`src/hdl/stepper_tray_positioner_top_macros.svh`:
```
// ----------------------------------------------------------------------------
// Stepper tray positioner assertion macros
// Shared concurrent assertion shorthands for the positioner RTL.
// ----------------------------------------------------------------------------
`ifndef STEPPER_TRAY_POSITIONER_TOP_MACROS_SVH
`define STEPPER_TRAY_POSITIONER_TOP_MACROS_SVH

// Same-cycle implication, disabled while in reset.
`define STP_ASSERT_IMP(label, clk, rst_n, ante, cons) \
  label: assert property (@(posedge clk) disable iff (!rst_n) (ante) |-> (cons)) \
    else $error("stp assertion failed");

// Next-cycle implication, disabled while in reset.
`define STP_ASSERT_NXT(label, clk, rst_n, ante, cons) \
  label: assert property (@(posedge clk) disable iff (!rst_n) (ante) |=> (cons)) \
    else $error("stp assertion failed");

`endif

```
`src/hdl/stp_pkg.sv`:
```
// ----------------------------------------------------------------------------
// Stepper tray positioner package
// Types, register indexes and the coil pattern table.
// ----------------------------------------------------------------------------
package stp_pkg;

  localparam int COUNT_W   = 8;
  localparam int CFG_IDX_W = 3;

  localparam logic [CFG_IDX_W-1:0] CFG_MIN_DELAY   = 3'd0;
  localparam logic [CFG_IDX_W-1:0] CFG_ACCEL_START = 3'd1;
  localparam logic [CFG_IDX_W-1:0] CFG_DECEL_END   = 3'd2;
  localparam logic [CFG_IDX_W-1:0] CFG_HALF_STEPS  = 3'd3;
  localparam logic [CFG_IDX_W-1:0] CFG_QTR_STEPS   = 3'd4;
  localparam logic [CFG_IDX_W-1:0] CFG_DWELL_QTR   = 3'd5;
  localparam logic [CFG_IDX_W-1:0] CFG_DWELL_HALF  = 3'd6;

  localparam logic [1:0] TRAY_BLACK = 2'd3;

  typedef enum logic [2:0] {
    PH_IDLE   = 3'd0,
    PH_ACCEL  = 3'd1,
    PH_CRUISE = 3'd2,
    PH_DECEL  = 3'd3,
    PH_DWELL  = 3'd4
  } phase_t;

  typedef struct packed {
    logic [7:0] min_delay_ms;
    logic [7:0] accel_start_delay_ms;
    logic [7:0] decel_end_delay_ms;
    logic [7:0] half_turn_steps;
    logic [7:0] quarter_turn_steps;
    logic [7:0] dwell_quarter_ms;
    logic [7:0] dwell_half_ms;
  } cfg_t;

  typedef struct packed {
    logic [1:0]         tray_now;
    logic [1:0]         coil_phase;
    phase_t             move_phase;
    logic               move_clockwise;
    logic [7:0]         step_delay;
    logic [COUNT_W-1:0] wait_left;
    logic [COUNT_W-1:0] cruise_left;
    logic               long_dwell;
    logic [5:0]         drive_bits;
  } state_t;

  typedef struct packed {
    logic [1:0] tray_position;
    logic       rejected;
    logic       done_res;
    logic       busy_res;
    logic       step_pulse;
    logic [5:0] coil_pattern;
  } result_t;

  // Dual-phase coil patterns, one per coil phase.
  function automatic logic [5:0] coil_pattern_of(input logic [1:0] ph);
    logic [5:0] pat;
    case (ph)
      2'd0:    pat = 6'b110110;
      2'd1:    pat = 6'b101110;
      2'd2:    pat = 6'b101101;
      default: pat = 6'b110101;
    endcase
    return pat;
  endfunction

  // Place of a tray on the clockwise ring: aluminium, white, steel, black.
  function automatic logic [1:0] ring_pos(input logic [1:0] tray);
    return {tray[0], tray[1]};
  endfunction

endpackage

```
`src/hdl/stp_cfg_regs.sv`:
```
// ----------------------------------------------------------------------------
// Stepper tray positioner configuration registers
// Holds the ramp, step count and dwell settings written over the cfg port.
// ----------------------------------------------------------------------------
module stp_cfg_regs
  import stp_pkg::*;
(
  input  logic                 clk,
  input  logic                 rst_n,
  input  logic                 wr_en,
  input  logic [CFG_IDX_W-1:0] wr_index,
  input  logic [7:0]           wr_data,
  output cfg_t                 cfg
);

  cfg_t cfg_r;

  always_ff @(posedge clk) begin
    if (!rst_n) begin
      cfg_r.min_delay_ms         <= 8'd6;
      cfg_r.accel_start_delay_ms <= 8'd12;
      cfg_r.decel_end_delay_ms   <= 8'd12;
      cfg_r.half_turn_steps      <= 8'd100;
      cfg_r.quarter_turn_steps   <= 8'd50;
      cfg_r.dwell_quarter_ms     <= 8'd20;
      cfg_r.dwell_half_ms        <= 8'd40;
    end else if (wr_en) begin
      case (wr_index)
        CFG_MIN_DELAY:   cfg_r.min_delay_ms         <= wr_data;
        CFG_ACCEL_START: cfg_r.accel_start_delay_ms <= wr_data;
        CFG_DECEL_END:   cfg_r.decel_end_delay_ms   <= wr_data;
        CFG_HALF_STEPS:  cfg_r.half_turn_steps      <= wr_data;
        CFG_QTR_STEPS:   cfg_r.quarter_turn_steps   <= wr_data;
        CFG_DWELL_QTR:   cfg_r.dwell_quarter_ms     <= wr_data;
        CFG_DWELL_HALF:  cfg_r.dwell_half_ms        <= wr_data;
        default: ;
      endcase
    end
  end

  assign cfg = cfg_r;

endmodule

```
`src/hdl/stp_step_logic.sv`:
```
// ----------------------------------------------------------------------------
// Stepper tray positioner step logic
// Next-state and result for one tick or sort request.
// ----------------------------------------------------------------------------
module stp_step_logic
  import stp_pkg::*;
(
  input  cfg_t       cfg,
  input  state_t     st,
  input  logic       req_type,
  input  logic [1:0] material,
  output state_t     st_nxt,
  output result_t    res
);

  // Walk of the ramp sequence when the current wait runs out.
  logic             acc_go;
  logic             at_cruise;
  logic             cru_go;
  logic             at_decel;
  logic [7:0]       dec_delay;
  logic             dec_go;
  logic [7:0]       dwell_sel;
  logic [1:0]       step_phase;

  // Move setup for a request.
  logic [1:0]       diff;
  logic [7:0]       total;
  logic [7:0]       up;
  logic [7:0]       down;
  logic [8:0]       ramps;

  assign acc_go     = (st.move_phase == PH_ACCEL) && (st.step_delay > cfg.min_delay_ms);
  assign at_cruise  = (st.move_phase == PH_CRUISE) || ((st.move_phase == PH_ACCEL) && !acc_go);
  assign cru_go     = at_cruise && (st.cruise_left != '0);
  assign at_decel   = (st.move_phase == PH_DECEL) || (at_cruise && !cru_go);
  assign dec_delay  = (st.move_phase == PH_DECEL) ? st.step_delay : cfg.min_delay_ms;
  assign dec_go     = at_decel && (dec_delay < cfg.decel_end_delay_ms);
  assign dwell_sel  = st.long_dwell ? cfg.dwell_half_ms : cfg.dwell_quarter_ms;
  assign step_phase = st.move_clockwise ? st.coil_phase + 2'd1 : st.coil_phase - 2'd1;

  assign diff  = ring_pos(material) - ring_pos(st.tray_now);
  assign total = (diff == 2'd2) ? cfg.half_turn_steps : cfg.quarter_turn_steps;
  assign up    = (cfg.accel_start_delay_ms > cfg.min_delay_ms)
               ? cfg.accel_start_delay_ms - cfg.min_delay_ms : 8'd0;
  assign down  = (cfg.decel_end_delay_ms > cfg.min_delay_ms)
               ? cfg.decel_end_delay_ms - cfg.min_delay_ms : 8'd0;
  assign ramps = {1'b0, up} + {1'b0, down};

  always_comb begin
    logic [COUNT_W-1:0] wait_dec;
    logic               pulse;
    logic               done;
    logic               rej;
    logic [7:0]         period;

    st_nxt   = st;
    pulse    = 1'b0;
    done     = 1'b0;
    rej      = 1'b0;
    period   = 8'd0;
    wait_dec = (st.wait_left != '0) ? st.wait_left - 1'b1 : '0;

    if (req_type) begin
      if (st.move_phase != PH_IDLE) begin
        rej = 1'b1;
      end else begin
        if (diff == 2'd0) begin
          st_nxt.long_dwell = 1'b1;
          st_nxt.move_phase = PH_DWELL;
          st_nxt.wait_left  = COUNT_W'(cfg.dwell_half_ms);
        end else begin
          st_nxt.cruise_left    = ({1'b0, total} > ramps)
                                ? COUNT_W'(total - ramps[7:0]) : '0;
          st_nxt.long_dwell     = (diff == 2'd2);
          st_nxt.move_clockwise = (diff != 2'd3);
          st_nxt.step_delay     = cfg.accel_start_delay_ms;
          st_nxt.wait_left      = '0;
          st_nxt.move_phase     = PH_ACCEL;
        end
        st_nxt.tray_now = material;
      end
    end else if (st.move_phase != PH_IDLE) begin
      st_nxt.wait_left = wait_dec;
      if (wait_dec == '0) begin
        if (acc_go) begin
          pulse             = 1'b1;
          period            = st.step_delay;
          st_nxt.step_delay = st.step_delay - 8'd1;
        end else if (cru_go) begin
          pulse              = 1'b1;
          period             = cfg.min_delay_ms;
          st_nxt.cruise_left = st.cruise_left - 1'b1;
          st_nxt.move_phase  = PH_CRUISE;
        end else if (dec_go) begin
          pulse             = 1'b1;
          period            = dec_delay;
          st_nxt.step_delay = dec_delay + 8'd1;
          st_nxt.move_phase = PH_DECEL;
        end else if (at_decel) begin
          st_nxt.step_delay = dec_delay;
          if (dwell_sel != 8'd0) begin
            st_nxt.move_phase = PH_DWELL;
            st_nxt.wait_left  = COUNT_W'(dwell_sel);
          end else begin
            st_nxt.move_phase = PH_IDLE;
            done              = 1'b1;
          end
        end else begin
          // dwell ran out
          st_nxt.move_phase = PH_IDLE;
          done              = 1'b1;
        end
        if (pulse) begin
          st_nxt.coil_phase = step_phase;
          st_nxt.drive_bits = coil_pattern_of(step_phase);
          st_nxt.wait_left  = COUNT_W'(period);
        end
      end
    end

    res.coil_pattern  = st_nxt.drive_bits;
    res.step_pulse    = pulse;
    res.busy_res      = (st_nxt.move_phase != PH_IDLE);
    res.done_res      = done;
    res.rejected      = rej;
    res.tray_position = st_nxt.tray_now;
  end

endmodule

```
`src/hdl/stepper_tray_positioner_top.sv`:
```
// ----------------------------------------------------------------------------
// Stepper tray positioner top level
// Tick and sort request stream in, coil drive and status stream out.
// ----------------------------------------------------------------------------
// Path: a result reaches out_tdata through the input register, then the
//   result register.
// Throughput: one transaction per cycle while out_tready is held high; the single-pass
//   step logic between the input register and the result register sets that figure.
// Reset: rst_n is synchronous, active low; it empties both registers, parks
//   the tray at black with coils off and loads the default settings.
// ----------------------------------------------------------------------------
`include "stepper_tray_positioner_top_macros.svh"

module stepper_tray_positioner_top
  import stp_pkg::*;
(
  input  logic                 clk,
  input  logic                 rst_n,
  // input stream
  input  logic                 in_tvalid,
  output logic                 in_tready,
  input  logic [7:0]           in_tdata,   // [1:0] material, [7:2] zero
  input  logic [0:0]           in_tuser,   // [0] req_type (0 tick, 1 sort request)
  // result stream
  output logic                 out_tvalid,
  input  logic                 out_tready,
  output logic [15:0]          out_tdata,  // [5:0] coil_pattern, [6] step_pulse,
                                           // [7] busy_res, [8] done_res,
                                           // [9] rejected, [11:10] tray_position,
                                           // [15:12] zero
  // configuration writes
  input  logic                 cfg_valid,
  output logic                 cfg_ready,
  input  logic [CFG_IDX_W-1:0] cfg_index,
  input  logic [7:0]           cfg_data
);

  cfg_t       cfg;

  // Input register stage.
  logic       s1_valid_r;
  logic       s1_req_r;
  logic [1:0] s1_mat_r;

  // Positioner state and result register.
  state_t     st_r;
  state_t     st_nxt;
  result_t    res_nxt;
  result_t    res_r;
  logic       out_valid_r;
  logic       out_load;

  // The user must write settings only while the block is idle; the block does not enforce it, so no hold-off here.
  assign cfg_ready = 1'b1;

  stp_cfg_regs u_cfg (
    .clk      (clk),
    .rst_n    (rst_n),
    .wr_en    (cfg_valid),
    .wr_index (cfg_index),
    .wr_data  (cfg_data),
    .cfg      (cfg)
  );

  // The state is updated exactly when an item moves into the result register,
  // so items are applied in order and a stall freezes everything.
  assign out_load  = s1_valid_r && (!out_valid_r || out_tready);
  assign in_tready = !s1_valid_r || out_load;

  always_ff @(posedge clk) begin
    if (!rst_n) begin
      s1_valid_r <= 1'b0;
    end else if (in_tready) begin
      s1_valid_r <= in_tvalid;
    end
  end

  always_ff @(posedge clk) begin
    if (in_tvalid && in_tready) begin
      s1_req_r <= in_tuser[0];
      s1_mat_r <= in_tdata[1:0];
    end
  end

  stp_step_logic u_step (
    .cfg      (cfg),
    .st       (st_r),
    .req_type (s1_req_r),
    .material (s1_mat_r),
    .st_nxt   (st_nxt),
    .res      (res_nxt)
  );

  always_ff @(posedge clk) begin
    if (!rst_n) begin
      st_r.tray_now       <= TRAY_BLACK;
      st_r.coil_phase     <= 2'd0;
      st_r.move_phase     <= PH_IDLE;
      st_r.move_clockwise <= 1'b0;
      st_r.step_delay     <= 8'd0;
      st_r.wait_left      <= '0;
      st_r.cruise_left    <= '0;
      st_r.long_dwell     <= 1'b0;
      st_r.drive_bits     <= 6'd0;
    end else if (out_load) begin
      st_r <= st_nxt;
    end
  end

  always_ff @(posedge clk) begin
    if (!rst_n) begin
      out_valid_r <= 1'b0;
    end else if (out_load) begin
      out_valid_r <= 1'b1;
    end else if (out_tready) begin
      out_valid_r <= 1'b0;
    end
  end

  always_ff @(posedge clk) begin
    if (out_load) begin
      res_r <= res_nxt;
    end
  end

  assign out_tvalid = out_valid_r;
  assign out_tdata  = {4'd0, res_r};

  // A step leaves the motor in a moving phase.
  `STP_ASSERT_IMP(a_pulse_busy, clk, rst_n, out_valid_r && res_r.step_pulse, res_r.busy_res)
  // Finishing a move returns the block to idle.
  `STP_ASSERT_IMP(a_done_idle, clk, rst_n, out_valid_r && res_r.done_res, !res_r.busy_res)
  // No wait is pending while idle.
  `STP_ASSERT_IMP(a_idle_wait, clk, rst_n, st_r.move_phase == PH_IDLE, st_r.wait_left == '0)
  // A rejected request leaves the tray where it is.
  `STP_ASSERT_NXT(a_rej_tray, clk, rst_n, out_load && res_nxt.rejected, $stable(st_r.tray_now))

endmodule
```
`config.mk`:
```
export PLATFORM = sky130hd
export DESIGN_NAME = stepper_tray_positioner_top
export DESIGN_NICKNAME = d
export VERILOG_FILES = /design/src/hdl/stp_pkg.sv /design/src/hdl/stp_cfg_regs.sv /design/src/hdl/stp_step_logic.sv /design/src/hdl/stepper_tray_positioner_top.sv
export VERILOG_INCLUDE_DIRS = /design/src /design/src/hdl
export SDC_FILE = /design/constraint.sdc
export NUM_CORES = 1
export LEC_CHECK = 0
export BUFFER_PORTS_ARGS = -buffer_cell sky130_fd_sc_hd__buf_2
export CORE_MARGIN = 1.5
export CORE_UTILIZATION = 50
export DETAILED_ROUTE_END_ITERATION = 7
export PLACE_DENSITY = 0.67
export SLEW_MARGIN = 5
export SYNTH_ARGS = -nofsm -noshare
export SYNTH_HDL_FRONTEND = slang
export SYNTH_HIERARCHICAL = 1
export SYNTH_SLANG_ARGS = --single-unit
```
`constraint.sdc`:
```
create_clock -name clk -period 8.6 [get_ports clk]
set_input_delay 0.43 -clock clk [delete_from_list [all_inputs] [get_ports clk]]
set_output_delay 0.43 -clock clk [all_outputs]
set_load 0.02 [all_outputs]
```
==> out/metrics.cfg <==
[synthesis]
synth_edf_count=15
ys_ff_latch=112
syn_area_um2=8510
ys_async_sr_fraction_pct=0
yosysWarnings=6
netlist_instances=1019
synth-seq-area-share_pct=28.1
synth_cell_type_count=80
synth_ff_type=dfxtp_1
syn_avg_cell_area_um2=8.36

[layout]
fillers=1555
multi_input_area_um2=5610
nets=1086
synthToLayoutAreaGrowth_pct=4.81
antennaDiodeCount=0
drive_above_1_share_pct=9.91
seq_area_um2=2390
final_area_um2=8920

[grt]
grt_pass1_wl_um=35200
grt-ovfl-total=0
use_met3_pct=3.61
grt_max_degree=79
grt-busiest-layer=met2
grt_usage_pct=25.0
gr-usage-met2_pct=40.9
grt_pass1_vias=6626
grt_antenna_before_repair=0
met1_usage_pct=33.8

[cts]
postCtsHoldBufs=0
htreeDepth=3
cts_setup_buffers=0
cts_tree=built
clk_pin_slew_ns=0.08
insertion_delay_ns=0.37
root_buffer=clkbuf_16
cts_made_buffers=9
cts_resized=0
cts_sinks=112
clock_path_buffers=2

[power]
ir_worst_vdd_mv=0.103
power_density_nw_per_um2=157
total_power_mw=1.40
p_leak_nw=3.74

[floorplanning]
die_area_um2=17800
chipWidth_um=133
core_um2=16600
row_count=47
initial_core_util_pct=51.3
io_pins=44
fp.dieH_um=133

[placement]
io_buffers=32
dp.final_hpwl_um=15800
place_area_um2=8630
globalplace.congestion=0.926

[job]
max_cap_violations=0

[critical_path]
critical_path_arrival_ns=5.74
critPathKind=flip-flop to flip-flop
critPathRequiredTime_ns=8.90
startpoint_type=flip-flop
endpoint_kind=flip-flop
crit_path_max_fanout=8

[drt]
num_vias=7185
wl_per_cell_um=17.5
post-route-drc-count=0
routed_wl_um=21500
first_pass_iters=5
drtIter0Drc=689
via_per_inst=5.85
ant_nets=0

[sta]
fin_crit_ns=5.44
fmax_mhz=184
maxSlewHeadroom_pct=21.5
rsz0062_at_grt=no
hold_viol_final=0
setup_viol=0
maxSlewViolCount=0
post-route-period-util_pct=63.3
setup-tns-final_ns=0
worstMarginPinSlew_ns=1.16
skew_ns=0.00776

[hold_path]
hold_class=input port to flip-flop

[outcome]
status=completed

## logic make-up after synthesis
kind of cell    Yosys count  synth area share, %
xor+xnor                 40                 4.11
simple gates            393                 23.2
compound gates          187                 14.8
mux                     123                 14.8
buf+inv                 105                 6.26
flops                   112                 28.1
other cells               2               0.0882
fa+ha+maj                57                 8.73
## worst max-delay path, stage by stage, from the launching register on
cell and delay [ns]:
dfxtp_1 0.55, ha_1 0.28, fa_1 0.21, nor2b_1 0.06
o21ai_0 0.15, nand2b_1 0.11, a21o_1 0.18, a21o_1 0.19
a211oi_1 0.22, or2_2 0.22, nor2_1 0.07, ha_1 0.23
fa_1 0.41, a21o_1 0.17, a21oi_1 0.20, nor2b_1 0.08
o21a_1 0.17, nor2_1 0.10, xor2_1 0.17, ha_1 0.29
nand4_1 0.12, o21bai_1 0.07, a31oi_1 0.22, o21a_1 0.30
a21oi_1 0.13, a221oi_1 0.23, nand2_1 0.08, mux2i_1 0.14
## sequential cells by signal, indices dropped and copies added, names as in the netlist
name / cells
out_tvalid: 1
st_r: 39
s1_req_r: 1
out_tdata: 12
u_cfg/cfg: 56
s1_mat_r: 2
s1_valid_r: 1
## final timing paths
path / from / endpoint / slack, ns / cells past startpoint
worst max-delay path: u_cfg/cfg[48]$_SDFFE_PN0P_ / st_r[11]$_SDFFE_PN0P_ / 3.16 / 27
worst max register to register: u_cfg/cfg[48]$_SDFFE_PN0P_ / st_r[11]$_SDFFE_PN0P_ / 3.16 / 27
worst min-delay path: in_tdata[1] / s1_mat_r[1]$_DFFE_PP_ / 0.24 / 1
worst min register to register: st_r[2]$_SDFFE_PN0P_ / st_r[2]$_SDFFE_PN0P_ / 0.46 / 2
## stage by stage
step	hold WS [ns]	setup slack (ns)	std cells	utilization [%]
floorplan	0.430	3.63	1022	-
global placement	0.439	3.33	1213	52.1
detailed placement	0.449	3.24	1213	52.1
CTS	0.228	3.16	1229	53.8
global route	0.228	2.55	1229	53.8
finish	0.240	3.16	1229	53.8
## power breakdown
| group | internal, mW | switching [mW] | total [mW] |
|---|---|---|---|
| clock network | 0.203 | 0.217 | 0.421 |
| registers | 0.546 | 0.0196 | 0.565 |
| logic | 0.170 | 0.246 | 0.415 |
## Yosys cell counts, types with 20 or more instances
library cell	count	area [µm²]
dfxtp_1	97	1940
nor2b_1	33	206
o21ai_0	45	225
nor2_1	62	233
xnor2_1	27	236
ha_1	53	663
clkbuf_1	29	109
a21oi_1	35	175
nor3_1	20	100
nand2_1	174	653
inv_1	36	135
mux2i_1	108	1080
## cells in the final DEF (no fill, tap or decap), drive strengths merged, types with 11 or more instances in the layout
cell type	n
nand2	174
mux2i	108
dfxtp	97
nor2	66
ha	53
o21ai	47
inv	40
buf	39
a21oi	35
nor2b	34
xnor2	27
nor3	23
a21o	19
nand3	16
edfxtp	15
mux2	15
xor2	13
nand4	11
nand2b	11
## layer usage
layer,share of wire (%),vias up
met5,0,-
li1,-,3568
met2,46,220
met3,4.9,32
met4,2.3,0
met1,47,3365
## area by class of cell
class / instances / share of cell area (%)
flip-flops and latches: 112 / 26.8
inverters: 37 / 1.56
clock buffers: 9 / 2.52
multi-input cells: 805 / 62.9
clock inverters: 7 / 0.715
repair buffers: 39 / 2.41
well taps: 220 / 3.08
(Power assumes the default switching activity.)
